`src/hdl/fixed_frame_header_tail_deframer_macros.svh`:
```
// Assertion macros for the fixed-frame deframer.
// Included by the RTL files that carry assertions; needs clk and rst_n in scope.
`ifndef FIXED_FRAME_HEADER_TAIL_DEFRAMER_MACROS_SVH
`define FIXED_FRAME_HEADER_TAIL_DEFRAMER_MACROS_SVH

// Checked only while out of reset
`define FFD_ASSERT(lbl, prop, msg) \
  lbl: assert property (@(posedge clk) disable iff (!rst_n) (prop)) else $error(msg);

// Checked at every edge, reset included
`define FFD_ASSERT_ALWAYS(lbl, prop, msg) \
  lbl: assert property (@(posedge clk) (prop)) else $error(msg);

`endif

```
`src/hdl/ffd_pkg.sv`:
```
// Shared types and constants for the fixed-frame deframer.
// No dependencies; imported by ffd_step and the top level.
package ffd_pkg;

  localparam int BYTE_W          = 8;
  localparam int WORD_W          = 32;
  localparam int FRAME_LEN_W     = 11;
  localparam int IDX_W           = 10;
  localparam int CFG_IDX_W       = 2;
  localparam int HDR_BYTES       = 4;
  localparam int MIN_FRAME_BYTES = 8;
  localparam int LEN_RESET       = 64;

  // Result kinds
  typedef enum logic [2:0] {
    KIND_HUNT    = 3'd0,
    KIND_HEADER  = 3'd1,
    KIND_PAYLOAD = 3'd2,
    KIND_TAIL    = 3'd3,
    KIND_GOOD    = 3'd4,
    KIND_BAD     = 3'd5
  } kind_t;

  // Configuration register indexes
  typedef enum logic [CFG_IDX_W-1:0] {
    CFG_HEADER = 2'd0,
    CFG_TAIL   = 2'd1,
    CFG_LENGTH = 2'd2
  } cfg_idx_t;

  // Hunting window and frame flags
  typedef struct packed {
    logic [WORD_W-1:0] window;
    logic [2:0]        fill;
    logic              in_frame;
    logic              tail_match;
  } hunt_state_t;

endpackage

```
`src/hdl/ffd_step.sv`:
```
// Next-state and result logic for one received byte.
// Depends on ffd_pkg; purely combinational, driven from the top-level registers.
module ffd_step #(
  parameter int MAX_FRAME_BYTES = 1024
) (
  input  ffd_pkg::hunt_state_t                       state_i,
  input  logic [$clog2(MAX_FRAME_BYTES)-1:0]         pos_i,
  input  logic [$clog2(MAX_FRAME_BYTES+1)-1:0]       len_i,
  input  logic [ffd_pkg::WORD_W-1:0]                 header_word,
  input  logic [ffd_pkg::WORD_W-1:0]                 tail_word,
  input  logic [ffd_pkg::BYTE_W-1:0]                 rx_byte,
  output ffd_pkg::hunt_state_t                       state_o,
  output logic [$clog2(MAX_FRAME_BYTES)-1:0]         pos_o,
  output ffd_pkg::kind_t                             kind_o,
  output logic [ffd_pkg::IDX_W-1:0]                  idx_o
);
  import ffd_pkg::*;

  localparam int POS_W = $clog2(MAX_FRAME_BYTES);
  localparam int LEN_W = $clog2(MAX_FRAME_BYTES + 1);
  localparam int CMP_W = ((LEN_W > FRAME_LEN_W) ? LEN_W : FRAME_LEN_W) + 1;

  logic [WORD_W-1:0] win_shift;
  logic [2:0]        fill_inc;
  logic [CMP_W-1:0]  p_ext;
  logic [CMP_W-1:0]  len_ext;
  logic [CMP_W-1:0]  slot_full;
  logic              is_payload;
  logic              is_last;
  logic [1:0]        slot;
  logic [BYTE_W-1:0] want;
  logic              tm_nxt;

  // Sliding window, newest byte enters at the top
  assign win_shift = {rx_byte, state_i.window[WORD_W-1:BYTE_W]};
  assign fill_inc  = (state_i.fill < 3'(HDR_BYTES)) ? state_i.fill + 3'd1 : state_i.fill;

  // Position against the effective frame length
  assign p_ext      = CMP_W'(pos_i);
  assign len_ext    = CMP_W'(len_i);
  assign is_payload = (p_ext + CMP_W'(HDR_BYTES)) < len_ext;
  assign is_last    = (p_ext + CMP_W'(1)) >= len_ext;
  assign slot_full  = p_ext + CMP_W'(HDR_BYTES) - len_ext;
  assign slot       = is_last ? 2'd3 : slot_full[1:0];
  assign want       = tail_word[slot*BYTE_W +: BYTE_W];
  assign tm_nxt     = state_i.tail_match && (rx_byte == want);

  always_comb begin
    state_o = state_i;
    pos_o   = pos_i;
    kind_o  = KIND_HUNT;
    idx_o   = '0;
    if (!state_i.in_frame) begin
      // hunting for the header
      state_o.window = win_shift;
      state_o.fill   = fill_inc;
      if ((fill_inc >= 3'(HDR_BYTES)) && (win_shift == header_word)) begin
        kind_o             = KIND_HEADER;
        idx_o              = IDX_W'(HDR_BYTES - 1);
        state_o.in_frame   = 1'b1;
        state_o.tail_match = 1'b1;
        pos_o              = POS_W'(HDR_BYTES);
      end
    end else begin
      idx_o = p_ext[IDX_W-1:0];
      if (is_payload) begin
        kind_o = KIND_PAYLOAD;
        pos_o  = pos_i + POS_W'(1);
      end else if (is_last) begin
        // frame ends: judge the tail, then hunt again with an empty window
        kind_o             = tm_nxt ? KIND_GOOD : KIND_BAD;
        state_o.window     = '0;
        state_o.fill       = 3'd0;
        state_o.in_frame   = 1'b0;
        state_o.tail_match = 1'b1;
        pos_o              = '0;
      end else begin
        kind_o             = KIND_TAIL;
        state_o.tail_match = tm_nxt;
        pos_o              = pos_i + POS_W'(1);
      end
    end
  end

endmodule

```
`src/hdl/fixed_frame_header_tail_deframer.sv`:
```
// Each accepted byte's result word is registered and shows on the out_ port in the next cycle.
// Throughput: one byte per cycle; the result register frees as it is taken, so
// in_ready only drops while a result waits and out_ready is low.
// Reset (rst_n low, synchronous): hunting, empty window, no result pending,
// header and tail words zero, frame length 64 (clamped to MAX_FRAME_BYTES).
module fixed_frame_header_tail_deframer #(
  parameter int MAX_FRAME_BYTES = 1024
) (
  input  logic                               clk,
  input  logic                               rst_n,
  // configuration write channel
  input  logic                               cfg_valid,
  output logic                               cfg_ready,
  input  logic [ffd_pkg::CFG_IDX_W-1:0]      cfg_index,
  input  logic [ffd_pkg::WORD_W-1:0]         cfg_data,
  // received bytes
  input  logic                               in_valid,
  output logic                               in_ready,
  input  logic [ffd_pkg::BYTE_W-1:0]         in_rx_byte,
  // classified bytes
  output logic                               out_valid,
  input  logic                               out_ready,
  output logic [ffd_pkg::BYTE_W-1:0]         out_data_byte,
  output logic [2:0]                         out_kind,
  output logic [ffd_pkg::IDX_W-1:0]          out_byte_index
);
  import ffd_pkg::*;
  `include "fixed_frame_header_tail_deframer_macros.svh"

  localparam int POS_W = $clog2(MAX_FRAME_BYTES);
  localparam int LEN_W = $clog2(MAX_FRAME_BYTES + 1);
  localparam int CMP_W = ((LEN_W > FRAME_LEN_W) ? LEN_W : FRAME_LEN_W) + 1;
  localparam int LEN_INIT = (LEN_RESET > MAX_FRAME_BYTES) ? MAX_FRAME_BYTES : LEN_RESET;

  logic [WORD_W-1:0] header_r;
  logic [WORD_W-1:0] tail_r;
  logic [LEN_W-1:0]  len_r;
  logic [LEN_W-1:0]  len_nxt;
  logic [CMP_W-1:0]  len_req;

  hunt_state_t       hunt_r;
  hunt_state_t       hunt_nxt;
  logic [POS_W-1:0]  pos_r;
  logic [POS_W-1:0]  pos_nxt;
  kind_t             step_kind;
  logic [IDX_W-1:0]  step_idx;

  logic              out_valid_r;
  logic [BYTE_W-1:0] out_byte_r;
  logic [2:0]        out_kind_r;
  logic [IDX_W-1:0]  out_idx_r;
  logic              in_fire;

  // Configuration: always ready, length clamped once at write time
  assign cfg_ready = 1'b1;
  assign len_req   = CMP_W'(cfg_data[FRAME_LEN_W-1:0]);

  always_comb begin
    if (len_req < CMP_W'(MIN_FRAME_BYTES)) begin
      len_nxt = LEN_W'(MIN_FRAME_BYTES);
    end else if (len_req > CMP_W'(MAX_FRAME_BYTES)) begin
      len_nxt = LEN_W'(MAX_FRAME_BYTES);
    end else begin
      len_nxt = len_req[LEN_W-1:0];
    end
  end

  always_ff @(posedge clk) begin
    if (!rst_n) begin
      header_r <= '0;
      tail_r   <= '0;
      len_r    <= LEN_W'(LEN_INIT);
    end else if (cfg_valid && cfg_ready) begin
      case (cfg_index)
        CFG_HEADER: header_r <= cfg_data;
        CFG_TAIL:   tail_r   <= cfg_data;
        CFG_LENGTH: len_r    <= len_nxt;
        default: ;
      endcase
    end
  end

  // Byte classification
  ffd_step #(
    .MAX_FRAME_BYTES (MAX_FRAME_BYTES)
  ) u_step (
    .state_i     (hunt_r),
    .pos_i       (pos_r),
    .len_i       (len_r),
    .header_word (header_r),
    .tail_word   (tail_r),
    .rx_byte     (in_rx_byte),
    .state_o     (hunt_nxt),
    .pos_o       (pos_nxt),
    .kind_o      (step_kind),
    .idx_o       (step_idx)
  );

  // Input side takes a byte whenever the result register is free or draining
  assign in_ready = !out_valid_r || out_ready;
  assign in_fire  = in_valid && in_ready;

  // Frame state
  always_ff @(posedge clk) begin
    if (!rst_n) begin
      hunt_r.window     <= '0;
      hunt_r.fill       <= 3'd0;
      hunt_r.in_frame   <= 1'b0;
      hunt_r.tail_match <= 1'b1;
      pos_r             <= '0;
    end else if (in_fire) begin
      hunt_r <= hunt_nxt;
      pos_r  <= pos_nxt;
    end
  end

  // Result register
  always_ff @(posedge clk) begin
    if (!rst_n) begin
      out_valid_r <= 1'b0;
    end else if (in_fire) begin
      out_valid_r <= 1'b1;
    end else if (out_ready) begin
      out_valid_r <= 1'b0;
    end
  end

  always_ff @(posedge clk) begin
    if (in_fire) begin
      out_byte_r <= in_rx_byte;
      out_kind_r <= step_kind;
      out_idx_r  <= step_idx;
    end
  end

  assign out_valid      = out_valid_r;
  assign out_data_byte  = out_byte_r;
  assign out_kind       = out_kind_r;
  assign out_byte_index = out_idx_r;

  // Checks
  `FFD_ASSERT(a_pos_in_frame, hunt_r.in_frame |-> (pos_r >= POS_W'(HDR_BYTES)) && (CMP_W'(pos_r) < CMP_W'(MAX_FRAME_BYTES)), "frame position out of range")
  `FFD_ASSERT(a_hunt_clean, !hunt_r.in_frame |-> (pos_r == '0) && hunt_r.tail_match, "hunting with stale frame state")
  `FFD_ASSERT(a_header_index, out_valid_r && (out_kind_r == KIND_HEADER) |-> out_idx_r == IDX_W'(HDR_BYTES - 1), "header result with wrong index")
  `FFD_ASSERT(a_end_hunts, in_fire && (step_kind == KIND_GOOD || step_kind == KIND_BAD) |=> !hunt_r.in_frame && (hunt_r.fill == 3'd0), "frame end did not restart hunting")
  `FFD_ASSERT_ALWAYS(a_reset_empty, !rst_n |=> !out_valid_r && !hunt_r.in_frame, "reset left a result or frame pending")

endmodule
```
`config.mk`:
```
export PLATFORM = sky130hd
export DESIGN_NAME = fixed_frame_header_tail_deframer
export DESIGN_NICKNAME = d
export VERILOG_FILES = /design/src/hdl/ffd_pkg.sv /design/src/hdl/ffd_step.sv /design/src/hdl/fixed_frame_header_tail_deframer.sv
export VERILOG_INCLUDE_DIRS = /design/src /design/src/hdl
export SDC_FILE = /design/constraint.sdc
export NUM_CORES = 1
export LEC_CHECK = 0
export ABC_AREA = 1
export BUFFER_PORTS_ARGS = -buffer_cell sky130_fd_sc_hd__buf_2
export CAP_MARGIN = 20
export CELL_PAD_IN_SITES_DETAIL_PLACEMENT = 0
export CELL_PAD_IN_SITES_GLOBAL_PLACEMENT = 1
export CORE_MARGIN = 5
export CORE_UTILIZATION = 43
export CTS_CLUSTER_SIZE = 28
export DETAILED_ROUTE_END_ITERATION = 6
export PLACE_DENSITY_LB_ADDON = 0.1
export REMOVE_ABC_BUFFERS = 1
export SKIP_CTS_REPAIR_TIMING = 1
export SYNTH_ARGS = -nofsm -noshare
export SYNTH_HDL_FRONTEND = slang
export SYNTH_SLANG_ARGS = --single-unit
export TNS_END_PERCENT = 100
```
`constraint.sdc`:
```
create_clock -name clk -period 3.8 [get_ports clk]
set_input_delay 0.38 -clock clk [delete_from_list [all_inputs] [get_ports clk]]
set_output_delay 0.38 -clock clk [all_outputs]
set_load 0.05 [all_outputs]
```
=== After elaboration in Yosys (flattened, before gate mapping) ===
Index checks and enable logic that the tools add are counted.

* Input bits: 47
* Bits in registers: 144
* Output and inout port bits: 24

* Magnitude comparators: 6
* Reduce and logical (&&, ||, !) cells: 14
* Multiplexer cells: 22
* Equality and inequality tests: 6
* Shift-type cells: 1
* Add/subtract/negate cells: 5

{| class="wikitable"
|+ Operators by type and width
! cell !! number
|-
| $mux 37 || 2
|-
| $mux 10 || 5
|-
| $mux 36 || 1
|-
| $eq 32x32->1 || 1
|-
| $shiftx 32x6->8 || 1
|-
| $mux 11 || 2
|-
| $mux 3 || 4
|-
| $add 10x1->11 const B || 1
|-
| $add 10x3->11 const B || 1
|-
| $ge 11x11->1 || 1
|-
| $gt 11x11->1 const B || 1
|-
| $lt 11x11->1 || 1
|-
| $lt 11x4->1 const B || 1
|-
| $add 10x1->10 const B || 1
|-
| $eq 8x8->1 || 1
|-
| $reduce_and 2->1 || 4
|-
| $mux 2 || 3
|-
| $reduce_and 3->1 || 2
|-
| $mux 1 || 5
|-
| $reduce_bool 2->1 || 2
|-
| $add 3x1->3 const B || 1
|-
| $ge 3x3->1 const B || 1
|-
| $logic_and 1x1->1 || 3
|-
| $lt 3x3->1 const B || 1
|-
| 8 further kinds || 8
|}

=== Longest topological paths before layout ===
Gate-level depths: netlist (run 1).

* Word-level depth: 10
* Depth in mapped cells: 27

=== Modules after synthesis ===
From an unflattened synthesis (run 1), not the netlist that was laid out.

* Cell total of the unflattened synthesis: 1047
* Area total of the unflattened synthesis: 7440.9 µm²

{| class="wikitable"
|+ By module, submodules not included
! module !! area an instance (µm²) !! instances !! cells an instance
|-
| fixed_frame_header_tail_deframer || 4929.7 || 1 || 574
|-
| ffd_step || 2511.2 || 1 || 473
|}

=== Worst setup path before layout (run 1) ===
No wires, ideal clock.

* Path kind: reg2reg
* Start point: register pos_r[2]
* End point: register out_kind_r[0] (netlist: out_kind[0]) (data pin)
* Data arrival time: 2.868 ns
* Required time: 3.547 ns
* Period minus slack after synthesis: 3.122 ns
* Setup slack: 0.678 ns
* Buffers on the path: 0
* Stages on the path, launching flop included: 24
* Cell sequence: dfxtp_1 -> ha_1 -> nand2_1 -> nor3_1 -> nand2_1 -> xor2_1 -> inv_1 -> ha_1 -> nand2_1 -> nand2_1 -> a21oi_1 -> nand2_2 -> nor2_4 -> nand2_2 -> nor2_8 -> nand3_1 -> nand3_1 -> nand2_1 -> nor2_1 -> nand2_1 -> nor2_2 -> nand3_1 -> nand2_1 -> nand2_1

* Cells in the longest elaborated chain, start to end: 10
* Elaborated cells between the ends (all ways): 12
* Classes of those cells: 2 x add/sub; 2 x order compare; 1 x eq/ne; 1 x shift; 5 x mux; 1 x reduce/logical

{| class="wikitable"
|+ Ends and longest elaborated chain
! element !! line !! text
|-
| start, declared || fixed_frame_header_tail_deframer.sv:43 || <nowiki>logic [POS_W-1:0] pos_r;</nowiki>
|-
| start signal, assigned || fixed_frame_header_tail_deframer.sv:113 || <nowiki>pos_r <= pos_nxt;</nowiki>
|-
| $add 10x1->11 || ffd_step.sv:42 || <nowiki>assign is_last = (p_ext + CMP_W'(1)) >= len_ext;</nowiki>
|-
| $ge 11x11->1 || ffd_step.sv:42 ||
|-
| $mux 2 || ffd_step.sv:44 || <nowiki>assign slot = is_last ? 2'd3 : slot_full[1:0];</nowiki>
|-
| $shiftx 32x6->8 || ffd_step.sv:45 || <nowiki>assign want = tail_word[slot*BYTE_W +: BYTE_W];</nowiki>
|-
| $eq 8x8->1 || ffd_step.sv:46 || <nowiki>assign tm_nxt = state_i.tail_match && (rx_byte == want);</nowiki>
|-
| $logic_and 1x1->1 || ffd_step.sv:46 ||
|-
| $mux 1 || ffd_step.sv:71 || <nowiki>kind_o = tm_nxt ? KIND_GOOD : KIND_BAD;</nowiki>
|-
| $mux 3 || ffd_step.sv:69 || <nowiki>end else if (is_last) begin</nowiki>
|-
| $mux 3 (*) || ffd_step.sv:66 || <nowiki>if (is_payload) begin</nowiki>
|-
| $mux 3 (*) || ffd_step.sv:53 || <nowiki>if (!state_i.in_frame) begin</nowiki>
|-
| net step_kind[0] || fixed_frame_header_tail_deframer.sv:45 || <nowiki>kind_t step_kind;</nowiki>
|-
| end signal, assigned || fixed_frame_header_tail_deframer.sv:131 || <nowiki>out_kind_r <= step_kind;</nowiki>
|-
| end, declared || fixed_frame_header_tail_deframer.sv:50 || <nowiki>logic [2:0] out_kind_r;</nowiki>
|}

Mark *: on every way through the listed nets, which the timed path passes. The rest lies on a longest branch.
A chain may end at the register's enable or synchronous reset.

=== Worst setup path after layout (run 1) ===
* Start point: register pos_r[1]
* End point: register out_kind_r[0] (netlist: out_kind[0]) (data pin)

* Cells in the longest elaborated chain, start to end: 10
* Elaborated cells between the ends (all ways): 13
* Classes of those cells: 3 x add/sub; 2 x order compare; 1 x eq/ne; 1 x shift; 5 x mux; 1 x reduce/logical

{| class="wikitable"
|+ Ends and longest elaborated chain
! element !! line
|-
| $add 10x1->11 or $add 10x3->11 (tied branches) || ffd_step.sv:42, ffd_step.sv:41
|-
| $ge 11x11->1 or $sub 2x2->2 (tied branches) || ffd_step.sv:42, ffd_step.sv:43
|-
| $mux 2 || ffd_step.sv:44
|-
| $shiftx 32x6->8 || ffd_step.sv:45
|-
| $eq 8x8->1 || ffd_step.sv:46
|-
| $logic_and 1x1->1 || ffd_step.sv:46
|-
| $mux 1 || ffd_step.sv:71
|-
| $mux 3 || ffd_step.sv:69
|-
| $mux 3 (*) || ffd_step.sv:66
|-
| $mux 3 (*) || ffd_step.sv:53
|-
| net step_kind[0] || fixed_frame_header_tail_deframer.sv:45
|}

Marks and branches as above.

==> results of run 1 <==
## routing by layer
layer	wire length (µm)	part of all wire, %	track usage [%]
met1	9280	45	29.5
met3	754	3.7	3.57
met5	0	0	0
met4	488	2.4	8.29
met2	9980	49	38.1
## placed cells by master (no fill, tap or decap), drive strengths merged, types with 2 or more instances in the layout
| cell type | instances |
|---|---|
| nand2 | 193 |
| nor2 | 133 |
| dfxtp | 115 |
| inv | 101 |
| buf | 83 |
| o21ai | 82 |
| a21oi | 75 |
| nand3 | 36 |
| ha | 25 |
| xor2 | 25 |
| edfxtp | 21 |
| clkbuf | 19 |
| nand4 | 17 |
| a211oi | 10 |
| nor4 | 10 |
| nor3 | 9 |
| or2 | 8 |
| clkinv | 6 |
| xnor2 | 5 |
| nor3b | 4 |
| clkinvlp | 4 |
| bufinv | 4 |
| nand3b | 4 |
| o2111ai | 3 |
| o211ai | 2 |
| a31oi | 2 |
## worst paths after layout
path                     start            to  slack (ns)  cells past startpoint
setup / recovery      pos_r[1]   out_kind[0]        0.31                     22
hold reg to reg       len_r[8]      len_r[8]        0.47                      2
setup reg to reg      pos_r[1]   out_kind[0]        0.31                     22
hold / removal    cfg_data[22]  header_r[22]        0.19                      3
## per-stage QoR
step / area, µm² / power, W
floorplan: 6700 / 0.00203
global placement: 7410 / 0.00224
detailed placement: 7410 / 0.00224
CTS: 8020 / 0.00397
global route: 8100 / 0.00414
finish: 8100 / 0.00396
## worst max-delay path, cell delays in order (launching register included)
cell and delay, ns:
dfxtp_1 0.46, ha_1 0.32, inv_1 0.12, o21ai_0 0.33, inv_1 0.10, ha_1 0.30
nand2_1 0.11, nor2_4 0.05, nand3_2 0.07, nand2_2 0.06, nor2_4 0.19, buf_4 0.16
nand3_4 0.16, nand2_1 0.14, nand3_1 0.08, nand3_1 0.09, nand2_1 0.07, nor2_1 0.08
nand2_1 0.07, nor2_2 0.09, nand3_1 0.08, nand2_1 0.07, nand2_1 0.05
## sequential cells by signal, summed over array words and instances (netlist names), 3 cells and up
name / cells
out_kind: 3
len_r: 11
header_r: 32
pos_r: 10
hunt_r: 29
out_data_byte: 8
tail_r: 32
out_byte_index: 10
## cells by family after synthesis
kind of cell / share of synthesized area [%]
other: 0.0545
DFF: 42.6
adders and majority gates: 4.54
xor gates and xnor gates: 3.82
buffers and inverters: 8.23
and+or+nand+nor: 26.8
AOI/OAI and AO/OA: 14.0
## synthesized netlist by cell type (3+ instances only)
master     number
or2_2           8
dfxtp_1       115
clkbuf_1       28
nand3_1        33
nor3b_1         4
edfxtp_1       21
nand2_2         4
nand4_1        17
nor4_1          9
o2111ai_1       3
nand2_1       189
o21ai_1         4
xor2_1         25
buf_4           3
nor2_4          4
a211oi_1       10
nor3_1          9
ha_1           25
a21oi_1        74
inv_1          96
xnor2_1         5
o21ai_0        78
inv_2           3
nor2_1        126
buf_6           4
## where the power goes
group	switching, W	total, W	internal (W)
Combinational	0.000434	0.000645	0.000211
Sequential	0.0000461	0.00158	0.00153
Clock	0.000640	0.00173	0.00109
## cell type report
cell class	instances	area share, %
multi-input combinational	650	42.4
sequential	136	36.2
timing repair buffer	83	5.76
clock buffer	19	5.35
inverter	102	4.76
tap	216	3.34
clock inverter	13	2.19
==> flow_metrics.tcl, run 1 <==
set metrics [dict create \
    crit_fanout 10 \
    yosysUniqueCellTypes 45 \
    seqCellArea_um2 2930 \
    fin_util_pct 51.3 \
    cts-root-buf "clkbuf_16" \
    clk_latency_ns 0.43 \
    fp.dieW_um 137 \
    fin_hold_ws_ns 0.188 \
    worst_pin_slew_ns 1.05 \
    clockBufferDepth 2 \
    synth_seq_area_share_pct 42.6 \
    fin_cells 1219 \
    place_ws_ns 0.0856 \
    drv_cap 0 \
    first_pass_iters 5 \
    synth_seq_cells 136 \
    areaGrowthSynthToFinish_pct 17.7 \
    dp_hpwl_um 15000 \
    yosys.area.top_type "dfxtp_1" \
    diodes 0 \
    drive_above_1_share_pct 14.8 \
    ir_drop_mv 0.307 \
    cp.arrival_ns 3.66 \
    critPathLaunchType "register" \
    fin_setup_tns_ns 0 \
    track_usage_pct 22.7 \
    power_leakage_nw 3.66 \
    grt_pass1_vias 5833 \
    status "completed" \
    antenna_found_initial 0 \
    hold_path.class "in -> reg" \
    multiInputGateArea_um2 3430 \
    grt_pass1_wl_um 32200 \
    ant_nets 0 \
    syn_area_per_cell_um2 7.45 \
    finalClockSkew_ns 0.0125 \
    vias 6202 \
    hold_violations 0 \
    drcViolationCount 0 \
    fmax_mhz 287 \
    via_per_inst 5.09 \
    synthTopCellsByArea "dfxtp_1 33%, nand2_1 10%, edfxtp_1 9.2%" \
    dp_cells 1184 \
    ys.flop_type "dfxtp_1" \
    setup_slack_ns 0.314 \
    post-route-period-util_pct 91.7 \
    core.rowCount 46 \
    pin_count 71 \
    clock-sinks 136 \
    slew_headroom_pct 30.0 \
    port_buffers 69 \
    gp_congestion 0.901 \
    wirelength_um 20500 \
    synth_top_area_share_pct 33.4 \
    grt.overflow.total 0 \
    synthesis.area_um2 6880 \
    grt_max_degree 71 \
    drt_iter0_markers 316 \
    powerDensity_nw_per_um2 489 \
    worstPathRequired_ns 3.97 \
    criticalPathCategory "reg -> reg" \
    cts_buffers 17 \
    synth-async-reset-ratio_pct 0 \
    dieArea_um2 18600 \
    yosysWarnings 0 \
    synth-edff-count 21 \
    nNetsFinal 1062 \
    setup_violations 0 \
    core_um2 15800 \
    slew_violations 0 \
    rsz0062_at_grt "false" \
    start_util_pct 43.6 \
    wire_per_inst_um 16.8 \
    cts_max_level 4 \
    min_period_ns 3.49 \
    die_y_um 137 \
    syn_inst 924 \
    fill_cells 1659 \
    end_kind "register" \
    cts_tree "done" \
    clkTransAtPathRegs_ns 0.06 \
]
(Power assumes the default switching activity.)
==> run 2, diff against run 1 <==
RECOVER_POWER = 25   (was unset)
SETUP_SLACK_MARGIN = 0.2   (was unset)
==> flow_metrics.tcl, run 2 (synthesis gave the netlist of run 1 again) <==
set metrics [dict create \
    status "finished with violations" \
    violations "capacitance limit, slew limit" \
    grt_pass1_wl_um 32200 \
    gp_congestion 0.901 \
    ir_drop_mv 0.303 \
    vias 6278 \
    port_buffers 69 \
    drive_above_1_share_pct 15.8 \
    cts_tree "done" \
    critPathLaunchType "register" \
    fin_util_pct 52.3 \
    r2r_slack_ns 0.43 \
    die_y_um 137 \
    wirelength_um 20900 \
    post-route-period-util_pct 88.6 \
    rsz0062_at_grt "false" \
    drt_iter0_markers 343 \
    ant_nets 0 \
    critPathLaunch "pos_r[2]" \
    worst_pin_slew_ns 2.61 \
    power_frac_clock_pct 43.2 \
    diodes 0 \
    slew_headroom_pct -74.2 \
    drcViolationCount 0 \
    switching_share_pct 28.6 \
    clk_latency_ns 0.42 \
    cts-root-buf "clkbuf_16" \
    via_per_inst 5.11 \
    finalClockSkew_ns 0.00915 \
    worstPathRequired_ns 3.97 \
    power_leakage_nw 3.70 \
    hold_violations 0 \
    fmax_mhz 297 \
    clockBufferDepth 2 \
    first_pass_iters 4 \
    slew_violations 71 \
    nNetsFinal 1071 \
    final_common_cell "nand2_1" \
    track_usage_pct 22.7 \
    grt_max_degree 71 \
    core_um2 15800 \
    hold_path.class "in -> reg" \
    worstRegToRegCells 26 \
    min_period_ns 3.37 \
    drv_cap 1 \
    p_comb_share_pct 17.3 \
    antenna_found_initial 0 \
    areaGrowthSynthToFinish_pct 19.8 \
    pin_count 71 \
    worstReg2RegEnd "out_kind[0]" \
    crit_end "out_kind[0]" \
    top_regs "header_r (32), tail_r (32), hunt_r (29)" \
    grt_pass1_vias 5833 \
    setup_violations 0 \
    dieArea_um2 18600 \
    crit_fanout 5 \
    p_sw_w 0.00114 \
    cp.arrival_ns 3.54 \
    cts_buffers 17 \
    clock-sinks 136 \
    layout_common_cells "184 x nand2_1, 125 x nor2_1, 112 x dfxtp_1" \
    reg2reg_from "pos_r[2]" \
    fp.dieW_um 137 \
    fin_setup_tns_ns 0 \
    core.rowCount 46 \
    end_kind "register" \
    start_util_pct 43.6 \
    powerDensity_nw_per_um2 486 \
    criticalPathCategory "reg -> reg" \
    dp_hpwl_um 15000 \
    wire_per_inst_um 17.0 \
    p_int_w 0.00286 \
    seq_power_share_pct 39.4 \
    cts_max_level 4 \
    grt.overflow.total 0 \
    clkTransAtPathRegs_ns 0.06 \
]
[run 2: final cells by class]
type                    instances  area, µm²
repair buffers                 89        524
inverters                     102        389
multi-input cells             653       3510
well taps                     216        270
flip-flops and latches        136       2940
clock inverters                13        178
fillers                      1653       7520
clock buffers                  19        433
[run 2: worst max-delay path, cell delays in order (launching register included)]
cell and delay (ns):
dfxtp_1 0.33, ha_1 0.18, nand2_2 0.10, nor2_1 0.13, xor2_1 0.21, nand2_1 0.07
o21a_1 0.13, inv_1 0.06, ha_1 0.23, nand2_1 0.14, nor2_4 0.07, nand3_2 0.07
nand2_2 0.06, nor2_4 0.13, buf_12 0.14, buf_6 0.12, nand3_4 0.12, nand2_1 0.13
nand3_1 0.08, nand3_1 0.09, nand2_1 0.08, nor2_1 0.09, nand2_1 0.07, nor2_2 0.09
nand3_1 0.08, nand2_1 0.06, nand2_1 0.05
[run 2: layer usage]
layer | part of all wire, % | vias to the layer above | GRT usage, % | routed length (µm)
met5 | 0 | - | 0 | 0
met4 | 2.4 | 0 | 8.29 | 492
met3 | 3.9 | 33 | 3.57 | 807
met2 | 48 | 141 | 38.1 | 10100
met1 | 45 | 2909 | 29.5 | 9490
li1 | - | 3195 | - | -
[run 2: power groups by stage]
stage | combinational, W | clock, W | sequential [W]
after floorplan | 0.000382 | 0 | 0.00164
after global placement | 0.000625 | 0 | 0.00161
after detailed placement | 0.000626 | 0 | 0.00161
after CTS | 0.000630 | 0.00176 | 0.00158
after global routing | 0.000768 | 0.00184 | 0.00159
final | 0.000695 | 0.00173 | 0.00158
[run 2: how the worst min path moves through the flow]
| stage | from | to | slack (ns) | cells past startpoint |
|---|---|---|---|---|
| final | cfg_data[22] | header_r[22] | 0.19 | 3 |
| after CTS | cfg_data[22] | header_r[22] | 0.18 | 3 |
| after global placement | len_r[7] | len_r[7] | 0.46 | 2 |
| after detailed placement | tail_r[13] | tail_r[13] | 0.46 | 2 |
| after floorplan | tail_r[10] | tail_r[10] | 0.43 | 2 |
| after global routing | cfg_data[31] | header_r[31] | 0.19 | 3 |
[run 2: metrics by stage]
step	setup WS [ns]	power, W	instances	hold WS (ns)	area [µm²]
detailed placement	0.0856	0.00224	1184	0.455	7410
finish	0.431	0.00401	1228	0.193	8250
floorplan	0.406	0.00203	887	0.429	6700
CTS	0.0376	0.00397	1216	0.181	8020
global route	0.182	0.00419	1228	0.188	8250
global placement	0.152	0.00224	1184	0.455	7410
==> run 3, diff against run 2 <==
==> constraint.sdc (replaced) <==
create_clock -name clk -period 3.8 [get_ports clk]
set_input_delay 0.19 -clock clk [delete_from_list [all_inputs] [get_ports clk]]
set_output_delay 0.19 -clock clk [all_outputs]
set_load 0.05 [all_outputs]
==> flow_metrics.tcl, run 3 (synthesis gave the netlist of run 1 again) <==
set metrics [dict create \
    pin_count 71 \
    grt_pass1_vias 5953 \
    core.rowCount 46 \
    powerDensity_nw_per_um2 466 \
    seqCellArea_um2 2940 \
    post-route-period-util_pct 89.3 \
    multiInputGateArea_um2 3520 \
    grt.overflow.total 0 \
    slew_headroom_pct -75.0 \
    slew_violations 71 \
    cts_buffers 17 \
    setup_violations 0 \
    dp_cells 1186 \
    cp.arrival_ns 3.55 \
    hold_path.class "in -> reg" \
    cp.buffers_inverters 2 \
    gp_congestion 0.927 \
    fin_util_pct 52.2 \
    critPathMaxStageDelay_ns 0.35 \
    fp.dieW_um 137 \
    drt_iter0_markers 358 \
    hold_depth 3 \
    start_util_pct 43.6 \
    vias 6191 \
    track_usage_pct 22.5 \
    ir_drop_mv 0.320 \
    ant_nets 0 \
    worstRegToRegCells 25 \
    power_w 0.00383 \
    crit_top_cell "nand2_1" \
    areaGrowthSynthToFinish_pct 19.6 \
    fin_cells 1230 \
    cts_tree "done" \
    dieArea_um2 18600 \
    worstPathRequired_ns 3.96 \
    final_common_cell "nand2_1" \
    reg2reg_from "pos_r[3]" \
    drv_cap 1 \
    finalClockSkew_ns 0.0102 \
    core_um2 15800 \
    grt_pass1_wl_um 32000 \
    fin_setup_tns_ns 0 \
    worstReg2RegEnd "out_kind[0]" \
    dp_hpwl_um 15100 \
    diodes 0 \
    top_regs "header_r (32), tail_r (32), hunt_r (29)" \
    grt_max_degree 71 \
    hold_violations 0 \
    criticalPathCategory "reg -> reg" \
    cts_max_level 4 \
    min_period_ns 3.39 \
    drcViolationCount 0 \
    cp_top_family "simple AND/OR/NAND/NOR gates" \
    layout_common_cells "184 x nand2_1, 123 x nor2_1, 107 x dfxtp_1" \
    port_buffers 69 \
    fmax_mhz 295 \
    end_kind "register" \
    nNetsFinal 1073 \
    violations "capacitance limit, slew limit" \
    place_ws_ns 0.141 \
    hold_start "cfg_data[22]" \
    first_pass_iters 5 \
    crit_cells 25 \
    wirelength_um 20500 \
    crit_fanout 7 \
    clk_latency_ns 0.42 \
    clockBufferDepth 2 \
    clock-sinks 136 \
    min_to "header_r[22]" \
    critPathLaunchType "register" \
    cts-root-buf "clkbuf_16" \
    die_y_um 137 \
    status "finished with violations" \
    wire_per_inst_um 16.7 \
    via_per_inst 5.03 \
    crit_slowest_cell "dfxtp_2" \
    setup_slack_ns 0.408 \
    fill_cells 1651 \
    power_leakage_nw 3.69 \
    rsz0062_at_grt "false" \
    drive_above_1_share_pct 17.5 \
    r2r_slack_ns 0.41 \
    antenna_found_initial 0 \
    clkTransAtPathRegs_ns 0.06 \
    worst_pin_slew_ns 2.62 \
]
-- run 3: changes by cell type in the layout (fill, tap and decap cells not counted), sizes merged --
cell      previous run  this run
clkbuf              30        29
clkinvlp             5         4
nand3               38        35
inv                100       104
buf                 78        84
clkinv               6         7
bufinv               4         1
nor2               134       133
-- run 3: area by class of cell --
| class | count | share of cell area, % |
|---|---|---|
| sequential | 136 | 35.7 |
| multi-input combinational | 649 | 42.8 |
| inverter | 102 | 4.68 |
| clock buffer | 18 | 5.21 |
| timing repair buffer | 95 | 6.79 |
| clock inverter | 14 | 1.49 |
| tap | 216 | 3.28 |
-- run 3: metal layers --
| metal | global-route usage (%) | up-vias | part of all wire, % |
|---|---|---|---|
| li1 | - | 3176 | - |
| met1 | 29.1 | 2859 | 45 |
| met2 | 38.0 | 121 | 49 |
| met3 | 3.53 | 35 | 3.4 |
| met4 | 8.51 | 0 | 2.8 |
| met5 | 0 | - | 0 |
-- run 3: worst reg2reg max path, cell delays in order (launching register included) --
cell     delay (ns)
dfxtp_2        0.35
ha_4           0.15
nand2_4        0.07
nor2_2         0.13
xor2_1         0.22
nand2_1        0.08
o21a_1         0.13
inv_1          0.07
ha_1           0.24
nand2_2        0.10
nor2_4         0.06
nand3_2        0.07
nand2_2        0.06
nor2_4         0.20
nand3_4        0.18
buf_4          0.20
nand2_1        0.04
o21ai_1        0.07
nand2_1        0.12
nand3_1        0.08
nand2_1        0.08
nand2_1        0.06
nor2_2         0.17
nand3_1        0.09
nand2_1        0.07
nand2_1        0.05
-- run 3: worst max path at each step --
stage          startpoint           to  slack [ns]
4_1_cts          pos_r[2]  out_kind[0]        0.12
2_1_floorplan    pos_r[2]  out_kind[0]        0.41
3_5_place_dp     pos_r[2]  out_kind[0]        0.14
3_3_place_gp     pos_r[2]  out_kind[0]        0.18
5_1_grt          pos_r[3]  out_kind[0]        0.18
6_report         pos_r[3]  out_kind[0]        0.41
-- run 3: report_power, final --
| group | switching [W] | total [W] | internal (W) |
|---|---|---|---|
| clock | 0.000660 | 0.00156 | 0.000902 |
| sequential | 0.0000472 | 0.00158 | 0.00153 |
| combinational | 0.000443 | 0.000691 | 0.000248 |
-- run 3: per-stage QoR --
stage | cell area, µm² | hold WS, ns
6_report | 8230 | 0.00695
5_1_grt | 8230 | 0.00570
4_1_cts | 7980 | -0.00516
3_5_place_dp | 7430 | 0.435
3_3_place_gp | 7430 | 0.428
2_1_floorplan | 6700 | 0.289
